File: src/design/pbt_pkg.sv
// Package for the page-to-row bitmap transpose block.
// Holds frame geometry constants and the types shared by the cells and the top level.
// Depends on nothing.
package pbt_pkg;

   // Frame geometry of the page-organized source.
   localparam int SRC_WIDTH = 128;
   localparam int SRC_PAGES = 32;
   localparam int BLOCK = 8;
   localparam int GROUPS = SRC_WIDTH / BLOCK;
   localparam int ROWS = BLOCK;
   localparam int COL_CELLS = BLOCK - 1;

   localparam int BYTE_W = 8;
   localparam int INDEX_W = 12;
   localparam int SLOT_W = $clog2(BLOCK);
   localparam int GROUP_W = (GROUPS > 1) ? $clog2(GROUPS) : 1;
   localparam int PAGE_W = (SRC_PAGES > 1) ? $clog2(SRC_PAGES) : 1;

   // Address step from one page of eight pixel rows to the next, modulo the index range.
   localparam logic [INDEX_W-1:0] PAGE_STEP = INDEX_W'((BLOCK * GROUPS) % (1 << INDEX_W));
   localparam logic [SLOT_W-1:0] LAST_SLOT = SLOT_W'(BLOCK - 1);
   localparam logic [GROUP_W-1:0] LAST_GROUP = GROUP_W'(GROUPS - 1);
   localparam logic [PAGE_W-1:0] LAST_PAGE = PAGE_W'(SRC_PAGES - 1);

   // Position of the next source byte within the frame.
   typedef struct packed {
      logic [SLOT_W-1:0] slot;
      logic [GROUP_W-1:0] group;
      logic [PAGE_W-1:0] page;
      logic [INDEX_W-1:0] base;
      logic last_block;
   } pos_type;

   // One result row held in a row cell.
   typedef struct packed {
      logic [INDEX_W-1:0] index;
      logic [BYTE_W-1:0] data;
      logic block_last;
      logic frame_last;
   } row_type;

   // Controls broadcast to every row cell.
   typedef struct packed {
      logic load;
      logic shift;
   } row_ctl_type;

endpackage

File: src/design/pbt_col_cell.sv
// Column cell of the collect chain: holds one source byte of the block being gathered.
// Depends on pbt_pkg for the byte width.
module pbt_col_cell (
   input  logic clock,
   input  logic shift_en,
   input  logic [pbt_pkg::BYTE_W-1:0] d_in,
   output logic [pbt_pkg::BYTE_W-1:0] q
);

   logic [pbt_pkg::BYTE_W-1:0] byte_ff;
   logic [pbt_pkg::BYTE_W-1:0] byte_in;

   // Take the neighbor's byte on every accepted request.
   always_comb begin
      byte_in = shift_en ? d_in : byte_ff;
   end

   always_ff @(posedge clock) begin
      byte_ff <= byte_in;
   end

   assign q = byte_ff;

endmodule

File: src/design/pbt_row_cell.sv
// Row cell of the output chain: holds one transposed row with its address and flags.
// Depends on pbt_pkg for row_type and row_ctl_type.
module pbt_row_cell (
   input  logic clock,
   input  logic reset,
   input  pbt_pkg::row_ctl_type ctl,
   input  pbt_pkg::row_type load_row,
   input  pbt_pkg::row_type next_row,
   input  logic next_valid,
   output pbt_pkg::row_type row_q,
   output logic valid_q
);

   pbt_pkg::row_type row_ff;
   pbt_pkg::row_type row_in;
   logic valid_ff;
   logic valid_in;

   // A new block loads every cell at once; otherwise rows move one cell toward the output.
   always_comb begin
      row_in = row_ff;
      valid_in = valid_ff;
      if (ctl.load) begin
         row_in = load_row;
         valid_in = 1'b1;
      end else if (ctl.shift) begin
         row_in = next_row;
         valid_in = next_valid;
      end
   end

   always_ff @(posedge clock) begin
      if (reset) begin
         valid_ff <= 1'b0;
      end else begin
         valid_ff <= valid_in;
      end
      row_ff <= row_in;
   end

   assign row_q = row_ff;
   assign valid_q = valid_ff;

endmodule

File: src/design/pbt_position.sv
// Frame position counter: slot within the block, column group, page and page base address.
// Depends on pbt_pkg for pos_type and the frame geometry.
module pbt_position (
   input  logic clock,
   input  logic reset,
   input  logic req_accept,
   input  logic req_frame_start,
   output pbt_pkg::pos_type cur
);

   pbt_pkg::pos_type pos_ff;
   pbt_pkg::pos_type pos_in;

   // A frame start places this request at column 0 of page 0.
   always_comb begin
      cur = pos_ff;
      if (req_frame_start) begin
         cur = '0;
      end
      cur.last_block = (cur.group == pbt_pkg::LAST_GROUP) && (cur.page == pbt_pkg::LAST_PAGE);
   end

   // Advance past the accepted request, wrapping at the end of the frame.
   always_comb begin
      pos_in = cur;
      pos_in.last_block = 1'b0;
      if (cur.slot != pbt_pkg::LAST_SLOT) begin
         pos_in.slot = cur.slot + 1'b1;
      end else begin
         pos_in.slot = '0;
         if (cur.group != pbt_pkg::LAST_GROUP) begin
            pos_in.group = cur.group + 1'b1;
         end else begin
            pos_in.group = '0;
            if (cur.page != pbt_pkg::LAST_PAGE) begin
               pos_in.page = cur.page + 1'b1;
               pos_in.base = cur.base + pbt_pkg::PAGE_STEP;
            end else begin
               pos_in.page = '0;
               pos_in.base = '0;
            end
         end
      end
   end

   always_ff @(posedge clock) begin
      if (reset) begin
         pos_ff <= '0;
      end else if (req_accept) begin
         pos_ff <= pos_in;
      end
   end

endmodule

File: src/design/page_to_row_bitmap_transpose.sv
// Page-to-row bitmap transpose: top level with the collect chain and the output row chain.
// Depends on pbt_pkg, pbt_position, pbt_col_cell and pbt_row_cell.
//
// Use: source bytes of a page-organized 1-bit frame enter on the req_ channel in raster
// order, one per request; req_frame_start marks column 0 of page 0. Each group of eight
// requests forms an 8x8 block. The first seven bytes travel down a chain of seven column
// cells; the eighth request transposes the chain into eight row cells at once.
// The row cells then hand one row a cycle to the rsp_ channel, row 0 first, with the
// destination address, a flag on the eighth row and a flag on the frame's final row.
// The first row of a block is shown in the cycle after its eighth request is taken.
// Throughput: one request and one result per cycle sustained while rsp_stall is low; the
// only hold-off is the eighth request of a block, which stalls until the row chain is
// empty or its last row is being taken. Other requests are taken while rows still drain.
// A stalled result holds its row; the chain waits and the next block waits behind it.
// Reset empties the row chain and returns the position to column 0 of page 0; bytes
// already collected are dropped.
module page_to_row_bitmap_transpose (
   input  logic clock,
   input  logic reset,
   input  logic req_valid,
   output logic req_stall,
   input  logic [pbt_pkg::BYTE_W-1:0] req_column_bits,
   input  logic req_frame_start,
   output logic rsp_valid,
   input  logic rsp_stall,
   output logic [pbt_pkg::INDEX_W-1:0] rsp_dst_index,
   output logic [pbt_pkg::BYTE_W-1:0] rsp_row_bits,
   output logic rsp_block_last,
   output logic rsp_frame_last
);

   pbt_pkg::pos_type cur;
   logic req_accept;
   logic block_done;
   logic chain_free;
   logic [pbt_pkg::BYTE_W-1:0] col_q [pbt_pkg::COL_CELLS];
   logic [pbt_pkg::BYTE_W-1:0] blk [pbt_pkg::BLOCK];
   pbt_pkg::row_type load_rows [pbt_pkg::ROWS];
   pbt_pkg::row_type row_q [pbt_pkg::ROWS];
   logic valid_q [pbt_pkg::ROWS];
   pbt_pkg::row_ctl_type ctl;

   // Position within the frame.
   pbt_position u_position (
      .clock(clock),
      .reset(reset),
      .req_accept(req_accept),
      .req_frame_start(req_frame_start),
      .cur(cur)
   );

   // The row chain can take a block when empty or when its last row leaves now.
   assign chain_free = !valid_q[0] || (!valid_q[1] && !rsp_stall);
   assign req_stall = (cur.slot == pbt_pkg::LAST_SLOT) && !chain_free;
   assign req_accept = req_valid && !req_stall;
   assign block_done = req_accept && (cur.slot == pbt_pkg::LAST_SLOT);

   // Collect chain: each accepted request enters the top cell and moves every byte down.
   for (genvar c = 0; c < pbt_pkg::COL_CELLS; c++) begin : g_col
      if (c == pbt_pkg::COL_CELLS - 1) begin : g_top
         pbt_col_cell u_cell (
            .clock(clock),
            .shift_en(req_accept),
            .d_in(req_column_bits),
            .q(col_q[c])
         );
      end else begin : g_mid
         pbt_col_cell u_cell (
            .clock(clock),
            .shift_en(req_accept),
            .d_in(col_q[c+1]),
            .q(col_q[c])
         );
      end
   end

   // Transpose the block: row r takes bit r of each column byte, with its address.
   always_comb begin
      for (int i = 0; i < pbt_pkg::BLOCK; i++) begin
         blk[i] = (i == pbt_pkg::BLOCK - 1) ? req_column_bits : col_q[i % pbt_pkg::COL_CELLS];
      end
      for (int r = 0; r < pbt_pkg::ROWS; r++) begin
         for (int i = 0; i < pbt_pkg::BLOCK; i++) begin
            load_rows[r].data[i] = blk[i][r];
         end
         load_rows[r].index = cur.base + pbt_pkg::INDEX_W'(r * pbt_pkg::GROUPS)
                              + pbt_pkg::INDEX_W'(cur.group);
         load_rows[r].block_last = (r == pbt_pkg::ROWS - 1);
         load_rows[r].frame_last = (r == pbt_pkg::ROWS - 1) && cur.last_block;
      end
   end

   // Row chain controls.
   always_comb begin
      ctl.load = block_done;
      ctl.shift = valid_q[0] && !rsp_stall;
   end

   // Row chain: cell 0 faces the result channel, rows move toward it.
   for (genvar r = 0; r < pbt_pkg::ROWS; r++) begin : g_row
      if (r == pbt_pkg::ROWS - 1) begin : g_end
         pbt_row_cell u_cell (
            .clock(clock),
            .reset(reset),
            .ctl(ctl),
            .load_row(load_rows[r]),
            .next_row('0),
            .next_valid(1'b0),
            .row_q(row_q[r]),
            .valid_q(valid_q[r])
         );
      end else begin : g_mid
         pbt_row_cell u_cell (
            .clock(clock),
            .reset(reset),
            .ctl(ctl),
            .load_row(load_rows[r]),
            .next_row(row_q[r+1]),
            .next_valid(valid_q[r+1]),
            .row_q(row_q[r]),
            .valid_q(valid_q[r])
         );
      end
   end

   assign rsp_valid = valid_q[0];
   assign rsp_dst_index = row_q[0].index;
   assign rsp_row_bits = row_q[0].data;
   assign rsp_block_last = row_q[0].block_last;
   assign rsp_frame_last = row_q[0].frame_last;

   // A finished block always shows a result in the next cycle.
   a_block_shows: assert property (@(posedge clock) disable iff (reset)
      block_done |=> rsp_valid)
      else $error("completed block did not present a result");

   // The row flagged as the block's last is the only row left in the chain.
   a_last_alone: assert property (@(posedge clock) disable iff (reset)
      (rsp_valid && rsp_block_last) |-> !valid_q[1])
      else $error("block_last row is not the final row in the chain");

   // The frame's last row is also its block's last row.
   a_frame_in_block: assert property (@(posedge clock) disable iff (reset)
      (rsp_valid && rsp_frame_last) |-> rsp_block_last)
      else $error("frame_last without block_last");

   // Valid rows are packed toward the output cell.
   a_packed: assert property (@(posedge clock) disable iff (reset)
      valid_q[1] |-> valid_q[0])
      else $error("gap in the row chain");

endmodule
File: config.mk
export PLATFORM = sky130hd
export DESIGN_NAME = page_to_row_bitmap_transpose
export DESIGN_NICKNAME = d
export VERILOG_FILES = /design/src/design/pbt_pkg.sv /design/src/design/pbt_col_cell.sv /design/src/design/pbt_row_cell.sv /design/src/design/pbt_position.sv /design/src/design/page_to_row_bitmap_transpose.sv
export SDC_FILE = /design/constraint.sdc
export NUM_CORES = 1
export LEC_CHECK = 0
export ABC_AREA = 1
export ABC_CLOCK_PERIOD_IN_PS = 14200
export BUFFER_PORTS_ARGS = -buffer_cell sky130_fd_sc_hd__buf_2
export CORE_UTILIZATION = 30
export CTS_CLUSTER_DIAMETER = 80
export CTS_CLUSTER_SIZE = 30
export DETAILED_ROUTE_END_ITERATION = 16
export HOLD_SLACK_MARGIN = 0.12
export PLACE_DENSITY_LB_ADDON = 0.08
export SYNTH_ARGS = -nofsm -noshare
export SYNTH_HDL_FRONTEND = slang
export SYNTH_SLANG_ARGS = --single-unit
File: constraint.sdc
create_clock -name clock -period 14.2 [get_ports clock]
set_input_delay 1.42 -clock clock [delete_from_list [all_inputs] [get_ports clock]]
set_output_delay 1.42 -clock clock [all_outputs]
set_load 0.1 [all_outputs]
==> out/qor.log, run 1 <==
INFO  status         outcome=completed
INFO  critical_path  cp.required=14.36ns
INFO  critical_path  cp.arrival=5.75ns
INFO  global_route   total_gr_overflow=0
INFO  clock_tree     clock_tree.root_cell=sky130_fd_sc_hd__clkbuf_16
INFO  critical_path  critical_path_peak_fanout=74
INFO  layout         finish.net_count=1122
INFO  global_route   largest_net_degree_at_the_start_of_global_routing=84
INFO  global_route   track_usage=0.138
INFO  floorplanning  initial_core_util=0.306
INFO  placed_design  place.gp.congestion=0.806
INFO  pwr            switchingPower=338uW
INFO  sta            drv_slew=0
INFO  floorplanning  width_of_the_die=198um
INFO  pwr            power.combinational.fraction=0.011
INFO  clock_tree     clock_latency_late_sink=0.54ns
INFO  synth          synthArstFlopShare=0
INFO  placed_design  dp_hpwl=16000um
INFO  sta            grt_setup_unrepaired=false
INFO  drt            route.vias.total=7588
INFO  floorplanning  chipHeight=198um
INFO  placed_design  placed_cells=1591
INFO  critical_path  cp_cell_sequence=buf_2 -> inv_4 -> nand2_1 -> inv_1 -> ha_1 -> ha_1 -> inv_1 -> o21ai_2 -> inv_2 -> nand2_2 -> nand2_4 -> buf_4 -> buf_4
INFO  synth          synth.most_common_cell=sky130_fd_sc_hd__nand2_1
INFO  sta            actual_transition_at_the_worst_max_transition_pin=0.987ns
INFO  synth          synth_area_per_cell=10.7squm
INFO  clock_tree     cts.clk_slew.worst_paths=0.09ns
INFO  floorplanning  die_area=39300squm
INFO  pwr            sequentialPowerShare=0.572
INFO  critical_path  start_kind=primary input
INFO  synth          post_synthesis_instance_area=11600squm
INFO  floorplanning  core-area=37800squm
INFO  synth          synth_top_cell_by_area=sky130_fd_sc_hd__edfxtp_1
INFO  drt            wl_per_cell=16.3um
INFO  synth          yosys-top-cells-area=sky130_fd_sc_hd__edfxtp_1, sky130_fd_sc_hd__nand2_1, sky130_fd_sc_hd__dfxtp_1
INFO  clock_tree     cts_buffers=20
INFO  drt            post_drt_via_cell_ratio=4.66
INFO  placed_design  placedInstanceArea=12200squm
INFO  floorplanning  io_pins=37
INFO  drt            post-route-drc-count=0
INFO  pwr            irDropWorstVdd=0.0000875V
INFO  drt            drtAntennaViolNets=0
INFO  synth          syn_nets=1103
INFO  synth          synth-main-ff-cell=sky130_fd_sc_hd__edfxtp_1
INFO  sta            finalSetupTns=0ns
INFO  layout         syn2layout_area_growth=11.5%
INFO  pwr            internal_power=1.14mW
INFO  sta            final.min_clock_period=5.59ns
INFO  synth          ys.warnings.count=0
INFO  sta            layout_setup_ws=8.61ns
INFO  clock_tree     clock-sinks=264
INFO  sta            hold_viol_final=0
INFO  layout         final_area=12900squm
INFO  pwr            p_sw_frac=0.229
INFO  critical_path  slowest_delay=0.89ns
INFO  placed_design  port_buffers=36
INFO  layout         layout.cells.non_filler=1627
INFO  clock_tree     cts_resized=0
INFO  sta            timing.final.crit_share=0.394
INFO  clock_tree     cts_tree=yes
INFO  synth          netlist-cell-type-count=40
INFO  synth          synth_largest_type_area_fraction=0.564
INFO  pwr            clock_power_share=0.417
INFO  drt            drt-initial-drc-count=532
INFO  worst_hold_path worst_hold_path_type=reg2reg
INFO  drt            detail_route.wirelength=26400um
INFO  critical_path  endpoint_kind=register
INFO  synth          synth_cells=1083
INFO  clock_tree     cts_hold_buf=0
INFO  pwr            p_leak=5.14nW
INFO  sta            max_freq=179MHz
INFO  pwr            power-per-cell-area=115nW/um^2
INFO  layout         antenna_cells=0
INFO  job            cap_violations=0
INFO  clock_tree     cts_setup_buffers=0
INFO  floorplanning  placement_rows=71
INFO  placed_design  pre_cts_slack=7.89ns
INFO  sta            fin_skew=0.0251ns
INFO  clock_tree     cts_buffer_depth=3
INFO  layout         fraction_of_final_layout_cells_with_drive_strength_greater_than_1=0.111
INFO  global_route   first_pass_grt_wire_length=42600um
INFO  sta            final-setup-viol-count=0
INFO  drt            drt_first_pass_iters=5
INFO  critical_path  timing_worst_setup_path_type=in2reg
INFO  global_route   number_of_antenna_violations_at_the_first_check_in_global_routing=0
INFO  sta            slew_headroom=0.342
INFO  synth          synth_edf_count=217
INFO  synth          synth_sequential_area_ratio=0.646
INFO  synth          yosys_register_bits=264
INFO  synth          synth.top_cells.by_count=sky130_fd_sc_hd__nand2_1, sky130_fd_sc_hd__edfxtp_1, sky130_fd_sc_hd__nand3_1, sky130_fd_sc_hd__inv_1, sky130_fd_sc_hd__nor2_1
INFO  global_route   first_global_vias=7333
INFO  critical_path  crit_path_top_delay_cell=sky130_fd_sc_hd__nand2_4
INFO  clock_tree     cts.htree.levels=1
[metrics by stage]
stage | hold WS (ns) | total power, mW | util
2_1_floorplan | 0.425 | 0.873 | -
4_1_cts | 0.453 | 1.51 | 0.341
3_3_place_gp | 0.431 | 0.881 | 0.323
3_5_place_dp | 0.437 | 0.881 | 0.323
5_1_grt | 0.459 | 1.54 | 0.341
6_report | 0.446 | 1.48 | 0.341
[routing by layer]
| layer | up-vias | track usage | share of wire |
|---|---|---|---|
| li1 | 3805 | - | - |
| met1 | 3623 | 0.197 | 0.50 |
| met2 | 127 | 0.217 | 0.45 |
| met3 | 33 | 0.0221 | 0.034 |
| met4 | 0 | 0.0333 | 0.021 |
| met5 | - | 0 | 0 |
[final timing paths]
kind                              start                        endpoint  slack [ns]  cells after the start
max reg2reg       u_position.pos_ff[22]  g_row[7].g_end.u_cell.row_q[5]        9.80                     11
min reg2reg  g_col[6].g_top.u_cell.q[3]      g_col[5].g_mid.u_cell.q[3]        0.45                      0
max                     req_frame_start  g_row[7].g_end.u_cell.row_q[5]        8.61                     13
min          g_col[6].g_top.u_cell.q[3]      g_col[5].g_mid.u_cell.q[3]        0.45                      0
[power groups by stage]
stage | sequential [mW] | clock, mW | combinational, mW
6_report | 0.846 | 0.618 | 0.0164
4_1_cts | 0.846 | 0.646 | 0.0171
5_1_grt | 0.847 | 0.671 | 0.0187
3_5_place_dp | 0.864 | 0 | 0.0171
2_1_floorplan | 0.862 | 0 | 0.0101
3_3_place_gp | 0.864 | 0 | 0.0170
[registers in the layout, summed over array words and instances, names as in the netlist]
signal and flops:
u_position.pos_ff 24, g_row.g_mid.u_cell.valid_q 7, g_row.g_end.u_cell.valid_q 1, g_col.g_top.u_cell.q 8, g_col.g_mid.u_cell.q 48, g_row.g_end.u_cell.row_q 22, g_row.g_mid.u_cell.row_q 154
[worst max-delay path, delay by kind of cell]
| family | cells | cell delay [ns] |
|---|---|---|
| buf+inv | 7 | 2.20 |
| fa+ha+maj | 2 | 0.43 |
| compound gates | 1 | 0.21 |
| simple gates | 3 | 1.37 |
[logic make-up after synthesis]
group	count (synthesis)	synth area share
compound gates	165	0.0973
xor+xnor	3	0.00227
fa+ha+maj	7	0.00758
buf+inv	138	0.0517
flops	264	0.646
simple gates	506	0.196
[cells in the final DEF (no fill, tap or decap), types with 2 or more instances in the layout]
cell type,n
sky130_fd_sc_hd__a21oi_1,30
sky130_fd_sc_hd__a22o_1,56
sky130_fd_sc_hd__a22oi_1,14
sky130_fd_sc_hd__a31oi_1,2
sky130_fd_sc_hd__buf_2,36
sky130_fd_sc_hd__buf_4,6
sky130_fd_sc_hd__clkbuf_16,21
sky130_fd_sc_hd__clkinv_1,3
sky130_fd_sc_hd__clkinv_2,2
sky130_fd_sc_hd__dfxtp_1,47
sky130_fd_sc_hd__edfxtp_1,217
sky130_fd_sc_hd__ha_1,7
sky130_fd_sc_hd__inv_1,83
sky130_fd_sc_hd__inv_16,3
sky130_fd_sc_hd__inv_2,5
sky130_fd_sc_hd__inv_4,3
sky130_fd_sc_hd__inv_6,2
sky130_fd_sc_hd__inv_8,2
sky130_fd_sc_hd__nand2_1,282
sky130_fd_sc_hd__nand2_2,9
sky130_fd_sc_hd__nand2_4,5
sky130_fd_sc_hd__nand3_1,89
sky130_fd_sc_hd__nand3_2,7
sky130_fd_sc_hd__nand4_1,11
sky130_fd_sc_hd__nor2_1,77
sky130_fd_sc_hd__nor2_2,4
sky130_fd_sc_hd__nor2_4,6
sky130_fd_sc_hd__nor3_1,9
sky130_fd_sc_hd__nor3_4,2
sky130_fd_sc_hd__o211ai_1,11
sky130_fd_sc_hd__o21ai_0,32
sky130_fd_sc_hd__o21ai_1,15
sky130_fd_sc_hd__o21ai_2,2
sky130_fd_sc_hd__xor2_1,3
[cell type report]
| class | count | area (sq um) |
|---|---|---|
| tap | 511 | 639 |
| sequential | 264 | 7460 |
| fill | 3884 | 24900 |
| clock buffer | 22 | 539 |
| timing repair buffer | 42 | 225 |
| inverter | 93 | 358 |
| clock inverter | 14 | 161 |
| multi-input combinational | 681 | 3510 |
No activity file was read; power rests on OpenSTA's default activity.
==> run 2: changes to the inputs <==
--- a/config.mk
+++ b/config.mk
@@ -5,8 +5,8 @@
 export SDC_FILE = /design/constraint.sdc
 export NUM_CORES = 1
 export LEC_CHECK = 0
-export ABC_AREA = 1
-export ABC_CLOCK_PERIOD_IN_PS = 14200
+export ABC_AREA = 0
+export ABC_CLOCK_PERIOD_IN_PS = 5500
 export BUFFER_PORTS_ARGS = -buffer_cell sky130_fd_sc_hd__buf_2
 export CORE_UTILIZATION = 30
 export CTS_CLUSTER_DIAMETER = 80
==> constraint.sdc (replaced) <==
create_clock -name clock -period 5.5 [get_ports clock]
set_input_delay 0.55 -clock clock [delete_from_list [all_inputs] [get_ports clock]]
set_output_delay 0.55 -clock clock [all_outputs]
set_load 0.1 [all_outputs]
==> run 2 against run 1 <==
Net effect: sequential power rose to 2.6 times the previous value; area after synthesis fell by 0.38%; clock-buffer cell count fell by 3; worst hold slack got worse by 0.23 ns; non-clock buffer count rose by 11; synthesized cell count fell by 13%; clock power rose by 150%; via count fell by 5.9%; clock skew fell by 0.0060 ns; final cell count fell by 10%; total power rose to 2.5 times the previous value.
==> out/qor.log, run 2 <==
INFO  status         outcome=completed
INFO  worst_hold_path hp-start=req_column_bits[7]
INFO  placed_design  dp_hpwl=15600um [-2.6%]
INFO  sta            timing.final.crit_share=0.543
INFO  global_route   number_of_antenna_violations_at_the_first_check_in_global_routing=0 [unchanged]
INFO  global_route   first_global_vias=7044 [-3.9%]
INFO  synth          post_synth_xor_area_fraction=0.0166 [+0.0144]
INFO  critical_path  reg2reg_setup_slack=2.62ns [-7.18 ns]
INFO  clock_tree     clock-sinks=264 [unchanged]
INFO  critical_path  cp.arrival=3.14ns [-2.61 ns]
INFO  floorplanning  initial_core_util=0.306 [-0.000441]
INFO  synth          yosys-mux-area-fraction=0.0152 [+0.0152]
INFO  global_route   total_gr_overflow=0 [unchanged]
INFO  layout         final_area=12900squm [+0.21%]
INFO  drt            drtAntennaViolNets=0 [unchanged]
INFO  layout         finish.net_count=959 [-15%]
INFO  critical_path  crit-reg2reg-launch=u_position.pos_ff[22]
INFO  drt            detail_route.wirelength=26000um [-1.6%]
INFO  critical_path  slowest_delay=0.58ns [-0.31 ns]
INFO  sta            layout_setup_ws=2.51ns [-6.10 ns]
INFO  synth          synth_top_family_by_area=compound AO/OA/AOI/OAI gates
INFO  layout         fraction_of_final_layout_cells_with_drive_strength_greater_than_1=0.118 [+0.00666]
INFO  floorplanning  die_area=39100squm [-0.38%]
INFO  synth          adder_cell_share_of_the_synthesized_area=0.00859 [+0.00101]
INFO  pwr            power=3.76mW [+150%]
INFO  synth          synth.most_common_cell=sky130_fd_sc_hd__edfxtp_1
INFO  synth          synth-main-ff-cell=sky130_fd_sc_hd__edfxtp_1
INFO  job            cap_violations=0 [unchanged]
INFO  floorplanning  chipHeight=198um [-0.19%]
INFO  sta            slew_headroom=0.379 [+0.0369]
INFO  layout         largest_reg_flops=154 [unchanged]
INFO  synth          netlist-cell-type-count=67 [+68%]
INFO  worst_hold_path worst_hold_path_type=in2reg
INFO  synth          synth_top_cell_by_area=sky130_fd_sc_hd__edfxtp_1
INFO  clock_tree     cts.clk_slew.worst_paths=0.10ns [about the same]
INFO  critical_path  worstPathBufferInverterCount=3 [-4]
INFO  synth          synth_edf_count=217 [unchanged]
INFO  worst_hold_path holdPathEnd=g_col[6].g_top.u_cell.q[7]
INFO  layout         layout.cells.most_common_list=sky130_fd_sc_hd__edfxtp_1, sky130_fd_sc_hd__nand2_1, sky130_fd_sc_hd__a22o_1
INFO  clock_tree     cts_hold_buf=0 [unchanged]
INFO  synth          post_synth_and_or_nand_nor_area_fraction=0.128 [-0.0679]
INFO  synth          synth_compound_area_frac=0.153 [+0.0561]
INFO  drt            wl_per_cell=17.8um [+9.6%]
INFO  critical_path  critical_path_peak_fanout=41 [-45%]
INFO  drt            post-route-drc-count=0 [unchanged]
INFO  critical_path  critPathMostFrequentCell=sky130_fd_sc_hd__ha_1
INFO  sta            hold_viol_final=0 [unchanged]
INFO  floorplanning  placement_rows=71 [unchanged]
INFO  critical_path  crit_path_top_delay_cell=sky130_fd_sc_hd__buf_4
INFO  clock_tree     cts_tree=yes
INFO  floorplanning  io_pins=37 [unchanged]
INFO  drt            drt-initial-drc-count=463 [-13%]
INFO  pwr            p_leak=4.59nW [-11%]
INFO  layout         antenna_cells=0 [unchanged]
INFO  synth          syn_nets=957 [-13%]
INFO  clock_tree     cts_buffer_depth=3 [unchanged]
INFO  floorplanning  width_of_the_die=198um [-0.19%]
INFO  synth          ys.warnings.count=0 [unchanged]
INFO  worst_hold_path holdPathStages=1 [+1]
INFO  synth          yosys_register_bits=264 [unchanged]
INFO  clock_tree     cts_resized=0 [unchanged]
INFO  clock_tree     clock_tree.root_cell=sky130_fd_sc_hd__clkbuf_16
INFO  global_route   track_usage=0.134 [-0.00401]
INFO  sta            actual_transition_at_the_worst_max_transition_pin=0.930ns [-0.0576 ns]
INFO  pwr            power-per-cell-area=291nW/um^2 [+150%]
INFO  placed_design  port_buffers=36 [unchanged]
INFO  drt            drt_first_pass_iters=5 [unchanged]
INFO  critical_path  cp_cell_sequence=buf_2 -> nor2b_1 -> ha_1 -> ha_1 -> a21o_1 -> inv_2 -> buf_4
INFO  placed_design  placedInstanceArea=12200squm [+0.43%]
INFO  synth          post_synthesis_instance_area=11500squm [-0.38%]
INFO  critical_path  worst_r2r_endpoint=u_position.pos_ff[11]
INFO  global_route   largest_net_degree_at_the_start_of_global_routing=80 [-4.8%]
INFO  drt            route.vias.total=7142 [-5.9%]
INFO  clock_tree     cts.htree.levels=1 [unchanged]
INFO  synth          synthArstFlopShare=0 [unchanged]
INFO  clock_tree     clock_latency_late_sink=0.51ns [-0.03 ns]
INFO  critical_path  r2r.worst_path.cells=9 [-2]
INFO  critical_path  start_kind=primary input
INFO  synth          synth_sequential_area_ratio=0.648 [+0.00246]
INFO  sta            final-setup-viol-count=0 [unchanged]
INFO  critical_path  timing_worst_setup_path_type=in2reg
INFO  sta            drv_slew=0 [unchanged]
INFO  synth          synth.top_cells.by_count=sky130_fd_sc_hd__edfxtp_1, sky130_fd_sc_hd__nand2_1, sky130_fd_sc_hd__a22o_1, sky130_fd_sc_hd__a21oi_1, sky130_fd_sc_hd__clkbuf_1
INFO  sta            fin_skew=0.0191ns [-0.00602 ns]
INFO  synth          synth_largest_type_area_fraction=0.566 [+0.00215]
INFO  layout         mostFrequentLayoutCell=sky130_fd_sc_hd__edfxtp_1
INFO  placed_design  pre_cts_slack=1.93ns [-5.96 ns]
INFO  sta            finalSetupTns=0ns [unchanged]
INFO  sta            final.min_clock_period=2.99ns
INFO  layout         syn2layout_area_growth=12.2%
INFO  critical_path  crit_family=buffers and inverters
INFO  critical_path  endpoint_kind=register
INFO  pwr            irDropWorstVdd=0.000161V [+84%]
INFO  sta            grt_setup_unrepaired=false
INFO  synth          synth_cells=937 [-13%]
INFO  floorplanning  core-area=37700squm [-0.24%]
INFO  critical_path  cp.required=5.65ns [-8.71 ns]
INFO  placed_design  place.gp.congestion=0.756 [-6.3%]
INFO  synth          yosys-top-cells-area=sky130_fd_sc_hd__edfxtp_1, sky130_fd_sc_hd__dfxtp_1, sky130_fd_sc_hd__a22o_1
INFO  drt            post_drt_via_cell_ratio=4.89 [+4.7%]
INFO  synth          synth_area_per_cell=12.3squm [+15%]
INFO  sta            max_freq=335MHz
INFO  clock_tree     cts_buffers=18 [-10%]
INFO  clock_tree     cts_setup_buffers=0 [unchanged]
INFO  global_route   first_pass_grt_wire_length=41400um [-3.0%]
-- run 2: cell types whose count changed in the layout (fill, tap and decap cells not counted), sizes merged, moves of 14 or more --
cell    before  now
nand3       97   37
nor2        87   40
nand2b       0   14
o21ai       49   35
nand2      296  116
and2         0   20
a21oi       31   55
nor2b        0   17
a21o         0   23
inv         99   16
xnor2        0   18
-- run 2: area by class of cell --
type	count	area (sq um)
fillers	3782	24800
flip-flops and latches	264	7460
multi-input cells	592	3750
well taps	511	639
clock buffers	19	475
repair buffers	53	358
clock inverters	13	200
inverters	10	37.5
-- run 2: how the worst max path moves through the flow --
stage                     startpoint                               to  slack [ns]  depth (start not counted)
2_1_floorplan        req_frame_start  g_row[0].g_mid.u_cell.row_q[10]        0.18                         13
3_3_place_gp         req_frame_start       g_col[3].g_mid.u_cell.q[0]        1.97                          7
3_5_place_dp         req_frame_start       g_col[3].g_mid.u_cell.q[0]        1.93                          7
4_1_cts              req_frame_start       g_col[3].g_mid.u_cell.q[0]        2.48                          7
5_1_grt        u_position.pos_ff[22]            u_position.pos_ff[11]        2.23                          9
6_report             req_frame_start       g_col[3].g_mid.u_cell.q[0]        2.51                          7
-- run 2: power breakdown --
group          internal (mW)  switching, mW
combinational        0.00946         0.0288
clock                  0.740          0.799
sequential              2.17         0.0108
total                   2.92          0.839
-- run 2: routing by layer --
metal  track usage  part of all wire  vias to the layer above
met5             0                 0                        -
met4        0.0299             0.019                        0
met3        0.0189             0.027                       22
met2         0.205              0.44                       73
met1         0.198              0.51                     3538
li1              -                 -                     3509
-- run 2: logic make-up (layout without fill, tap and decap cells) --
kind of cell	after synthesis	after routing
and+or+nand+nor	300	300
DFF	264	264
AOI/OAI and AO/OA	246	246
buffers and inverters	81	95
xor gates and xnor gates	21	21
muxes	17	17
adders and majority gates	8	8
-- run 2: stage by stage --
| step | hold WS, ns | util | cells |
|---|---|---|---|
| finish | 0.213 | 0.343 | 1462 |
| global route | 0.176 | 0.343 | 1462 |
| CTS | 0.183 | 0.343 | 1462 |
| detailed placement | 0.428 | 0.325 | 1430 |
| global placement | 0.424 | 0.325 | 1430 |
| floorplan | 0.417 | - | 937 |
-- run 2: worst reg2reg max path, delay by kind of cell (launching register included) --
kind            cells  cell delay [ns]
simple gates        5             1.51
fa+ha+maj           2             0.51
compound gates      1             0.16
flops               1             0.37
buf+inv             1             0.27
==> run 3: changes to the inputs <==
--- a/config.mk
+++ b/config.mk
@@ -5,8 +5,8 @@
 export SDC_FILE = /design/constraint.sdc
 export NUM_CORES = 1
 export LEC_CHECK = 0
-export ABC_AREA = 0
-export ABC_CLOCK_PERIOD_IN_PS = 5500
+export ABC_AREA = 1
+export ABC_CLOCK_PERIOD_IN_PS = 2600
 export BUFFER_PORTS_ARGS = -buffer_cell sky130_fd_sc_hd__buf_2
 export CORE_UTILIZATION = 30
 export CTS_CLUSTER_DIAMETER = 80
==> constraint.sdc (replaced) <==
create_clock -name clock -period 2.6 [get_ports clock]
set_input_delay 0.26 -clock clock [delete_from_list [all_inputs] [get_ports clock]]
set_output_delay 0.26 -clock clock [all_outputs]
set_load 0.1 [all_outputs]
==> run 3 against run 2 <==
Net effect: core utilization grew 1.4 points; first-iteration DRC count is 10% higher; critical path depth increased by 6; largest cell class unchanged; critical path type is now reg2reg; register-to-register slack worse by 2.3 ns; final cell count up 15%; global-route usage grew 0.24 points; sequential power is 110% higher; critical endpoint is now g_row[6].g_mid.u_cell.row_q[21]; combinational power grew to 3.0 times the previous value; sequential share of layout area is 2.3 points lower; cell area grew 4.2%.
==> out/qor.log, run 3 (synthesis gave the netlist of run 1 again) <==
INFO  status         outcome=completed
INFO  floorplanning  placement_rows=71 [unchanged]
INFO  floorplanning  core-area=37800squm [+0.24%]
INFO  drt            wl_met2=12000um [+4.8%]
INFO  pwr            irDropWorstVdd=0.000409V [+150%]
INFO  critical_path  crit_family=buffers and inverters
INFO  critical_path  critPathLaunch=u_position.pos_ff[22]
INFO  global_route   track_usage=0.136 [+0.00240]
INFO  sta            finalHoldWorstSlack=0.188ns [-0.0245 ns]
INFO  clock_tree     clock_latency_late_sink=0.54ns [+0.03 ns]
INFO  sta            layout_setup_ws=0.297ns [-2.21 ns]
INFO  placed_design  port_buffers=36 [unchanged]
INFO  clock_tree     clock_tree.root_cell=sky130_fd_sc_hd__clkbuf_16
INFO  sta            finalSetupTns=0ns [unchanged]
INFO  layout         antenna_cells=0 [unchanged]
INFO  critical_path  start_kind=register
INFO  critical_path  worstSetupEndpoint=g_row[6].g_mid.u_cell.row_q[21]
INFO  layout         fraction_of_final_layout_cells_with_drive_strength_greater_than_1=0.145 [+0.0272]
INFO  global_route   number_of_antenna_violations_at_the_first_check_in_global_routing=0 [unchanged]
INFO  clock_tree     cts.clk_slew.worst_paths=0.09ns [about the same]
INFO  critical_path  endpoint_kind=register
INFO  sta            final-setup-viol-count=0 [unchanged]
INFO  pwr            p_leak=5.44nW [+19%]
INFO  worst_hold_path holdPathStages=5 [+4]
INFO  sta            final.min_clock_period=2.30ns
INFO  layout         mostFrequentLayoutCell=sky130_fd_sc_hd__nand2_1
INFO  critical_path  crit_path_top_delay_cell=sky130_fd_sc_hd__dfxtp_1
INFO  drt            wl_met1=12700um [-4.7%]
INFO  job            cap_violations=0 [unchanged]
INFO  global_route   largest_net_degree_at_the_start_of_global_routing=62 [-23%]
INFO  pwr            power=8.01mW [+110%]
INFO  drt            post_drt_via_cell_ratio=4.64 [-5.0%]
INFO  layout         nFillCells=3792 [+0.26%]
INFO  drt            drt_first_pass_iters=5 [unchanged]
INFO  drt            drtAntennaViolNets=0 [unchanged]
INFO  sta            drv_slew=0 [unchanged]
INFO  layout         finish.net_count=1173 [+22%]
INFO  sta            fin_skew=0.0339ns [+0.0148 ns]
INFO  sta            actual_transition_at_the_worst_max_transition_pin=0.537ns [-0.393 ns]
INFO  placed_design  place.gp.congestion=0.828 [+9.6%]
INFO  sta            slew_headroom=0.642 [+0.263]
INFO  critical_path  critical_path_peak_fanout=43 [+4.9%]
INFO  critical_path  worst_r2r_endpoint=g_row[6].g_mid.u_cell.row_q[21]
INFO  layout         layout.cells.most_common_list=sky130_fd_sc_hd__nand2_1, sky130_fd_sc_hd__edfxtp_1, sky130_fd_sc_hd__nand3_1
INFO  global_route   total_gr_overflow=0 [unchanged]
INFO  critical_path  timing.critical_path.depth=13 [+6]
INFO  pwr            power-per-cell-area=595nW/um^2 [+100%]
INFO  clock_tree     cts.htree.levels=1 [unchanged]
INFO  clock_tree     cts_buffers=19 [+1]
INFO  placed_design  dp_hpwl=17000um [+9.3%]
INFO  drt            post-route-drc-count=0 [unchanged]
INFO  drt            drt-initial-drc-count=511 [+10%]
INFO  floorplanning  initial_core_util=0.306 [+0.000441]
INFO  floorplanning  die_area=39300squm [+0.38%]
INFO  critical_path  r2r.worst_path.cells=13 [+4]
INFO  critical_path  slowest_delay=0.35ns [-0.23 ns]
INFO  drt            route.vias.total=7779 [+8.9%]
INFO  placed_design  pre_cts_slack=0.136ns [-1.79 ns]
INFO  clock_tree     cts_setup_buffers=0 [unchanged]
INFO  clock_tree     cts_tree=yes
INFO  critical_path  cp.required=2.88ns [-2.77 ns]
INFO  critical_path  reg2reg_setup_slack=0.30ns [-2.32 ns]
INFO  critical_path  worstPathBufferInverterCount=6 [+3]
INFO  critical_path  cp_cell_sequence=nand2_1 -> inv_1 -> ha_1 -> ha_1 -> inv_2 -> o21ai_2 -> inv_2 -> nand2_4 -> clkinv_2 -> buf_12 -> buf_4 -> nand3_1 -> nand2_1
INFO  sta            hold_viol_final=0 [unchanged]
INFO  sta            grt_setup_unrepaired=false
INFO  global_route   first_global_vias=7556 [+7.3%]
INFO  critical_path  crit-reg2reg-launch=u_position.pos_ff[22]
INFO  floorplanning  width_of_the_die=198um [+0.19%]
INFO  drt            wl_per_cell=15.6um [-12%]
INFO  clock_tree     cts_buffer_depth=3 [unchanged]
INFO  critical_path  timing_worst_setup_path_type=reg2reg
INFO  global_route   first_pass_grt_wire_length=42200um [+1.9%]
INFO  floorplanning  chipHeight=198um [+0.19%]
INFO  drt            dr.max_layer_used=met4
INFO  drt            met3WireLength=982um [+39%]
INFO  sta            max_freq=434MHz
INFO  worst_hold_path worst_hold_path_type=in2reg
INFO  drt            detail_route.wirelength=26200um [+0.73%]
INFO  floorplanning  io_pins=37 [unchanged]
INFO  critical_path  cp.arrival=2.58ns [-0.56 ns]
INFO  clock_tree     clock-sinks=264 [unchanged]
INFO  layout         syn2layout_area_growth=16.5%
INFO  sta            timing.final.crit_share=0.886
INFO  layout         largest_reg_flops=154 [unchanged]
-- run 3: cell types whose count changed in the layout (fill, tap and decap cells not counted), sizes merged, moves of 14 or more --
| cell | previous run | this run |
|---|---|---|
| buf | 53 | 84 |
| o21ai | 35 | 49 |
| nand2b | 14 | 0 |
| a21o | 23 | 0 |
| xnor2 | 18 | 0 |
| a21oi | 55 | 31 |
| inv | 16 | 98 |
| nand3 | 37 | 97 |
| and2 | 20 | 0 |
| nor2 | 40 | 87 |
| nor2b | 17 | 0 |
| nand2 | 116 | 296 |
-- run 3: routing by layer --
| metal | up-vias | track usage |
|---|---|---|
| met1 | 3725 | 0.188 |
| met3 | 37 | 0.0198 |
| met2 | 113 | 0.224 |
| met4 | 0 | 0.0330 |
| met5 | - | 0 |
| li1 | 3904 | - |
-- run 3: final cells by class --
| cell class | count | area (sq um) | share of cell area |
|---|---|---|---|
| sequential | 264 | 7460 | 0.554 |
| multi-input combinational | 681 | 3520 | 0.262 |
| clock buffer | 19 | 475 | 0.0353 |
| inverter | 93 | 360 | 0.0268 |
| tap | 511 | 639 | 0.0475 |
| clock inverter | 15 | 213 | 0.0158 |
| timing repair buffer | 94 | 793 | 0.0589 |
-- run 3: worst min-delay path by stage --
stage / to / startpoint
floorplan: g_col[6].g_top.u_cell.q[0] / req_column_bits[0]
global placement: g_col[5].g_mid.u_cell.q[0] / g_col[6].g_top.u_cell.q[0]
detailed placement: g_col[3].g_mid.u_cell.q[2] / g_col[4].g_mid.u_cell.q[2]
CTS: u_position.pos_ff[22] / req_frame_start
global route: u_position.pos_ff[22] / req_frame_start
finish: g_row[0].g_mid.u_cell.valid_q / rsp_stall
-- run 3: repair_timing --
action	CTS	global route
hold buffers	10	0
hold endpoints to repair	18	0
gates resized for setup	0	0
-- run 3: report_power, final --
group          internal [mW]  total [mW]  switching [mW]  leakage (nW)
Combinational         0.0389       0.113          0.0741          2.69
Sequential              4.59        4.62          0.0280          2.42
Clock                   1.50        3.28            1.77         0.331
-- run 3: worst reg2reg max path: cells and delay by family, from the launching register on --
| kind | cells | cell delay, ns |
|---|---|---|
| AOI/OAI and AO/OA | 1 | 0.17 |
| adders and majority gates | 2 | 0.41 |
| buffers and inverters | 6 | 0.78 |
| DFF | 1 | 0.35 |
| and+or+nand+nor | 4 | 0.35 |
-- run 3: metrics by stage --
stage                      util  area [sq um]  std cells
after global placement    0.336         12700       1633
after floorplan               -         11600       1083
final                     0.356         13500       1677
after global routing      0.356         13500       1677
after CTS                 0.356         13500       1677
after detailed placement  0.336         12700       1633
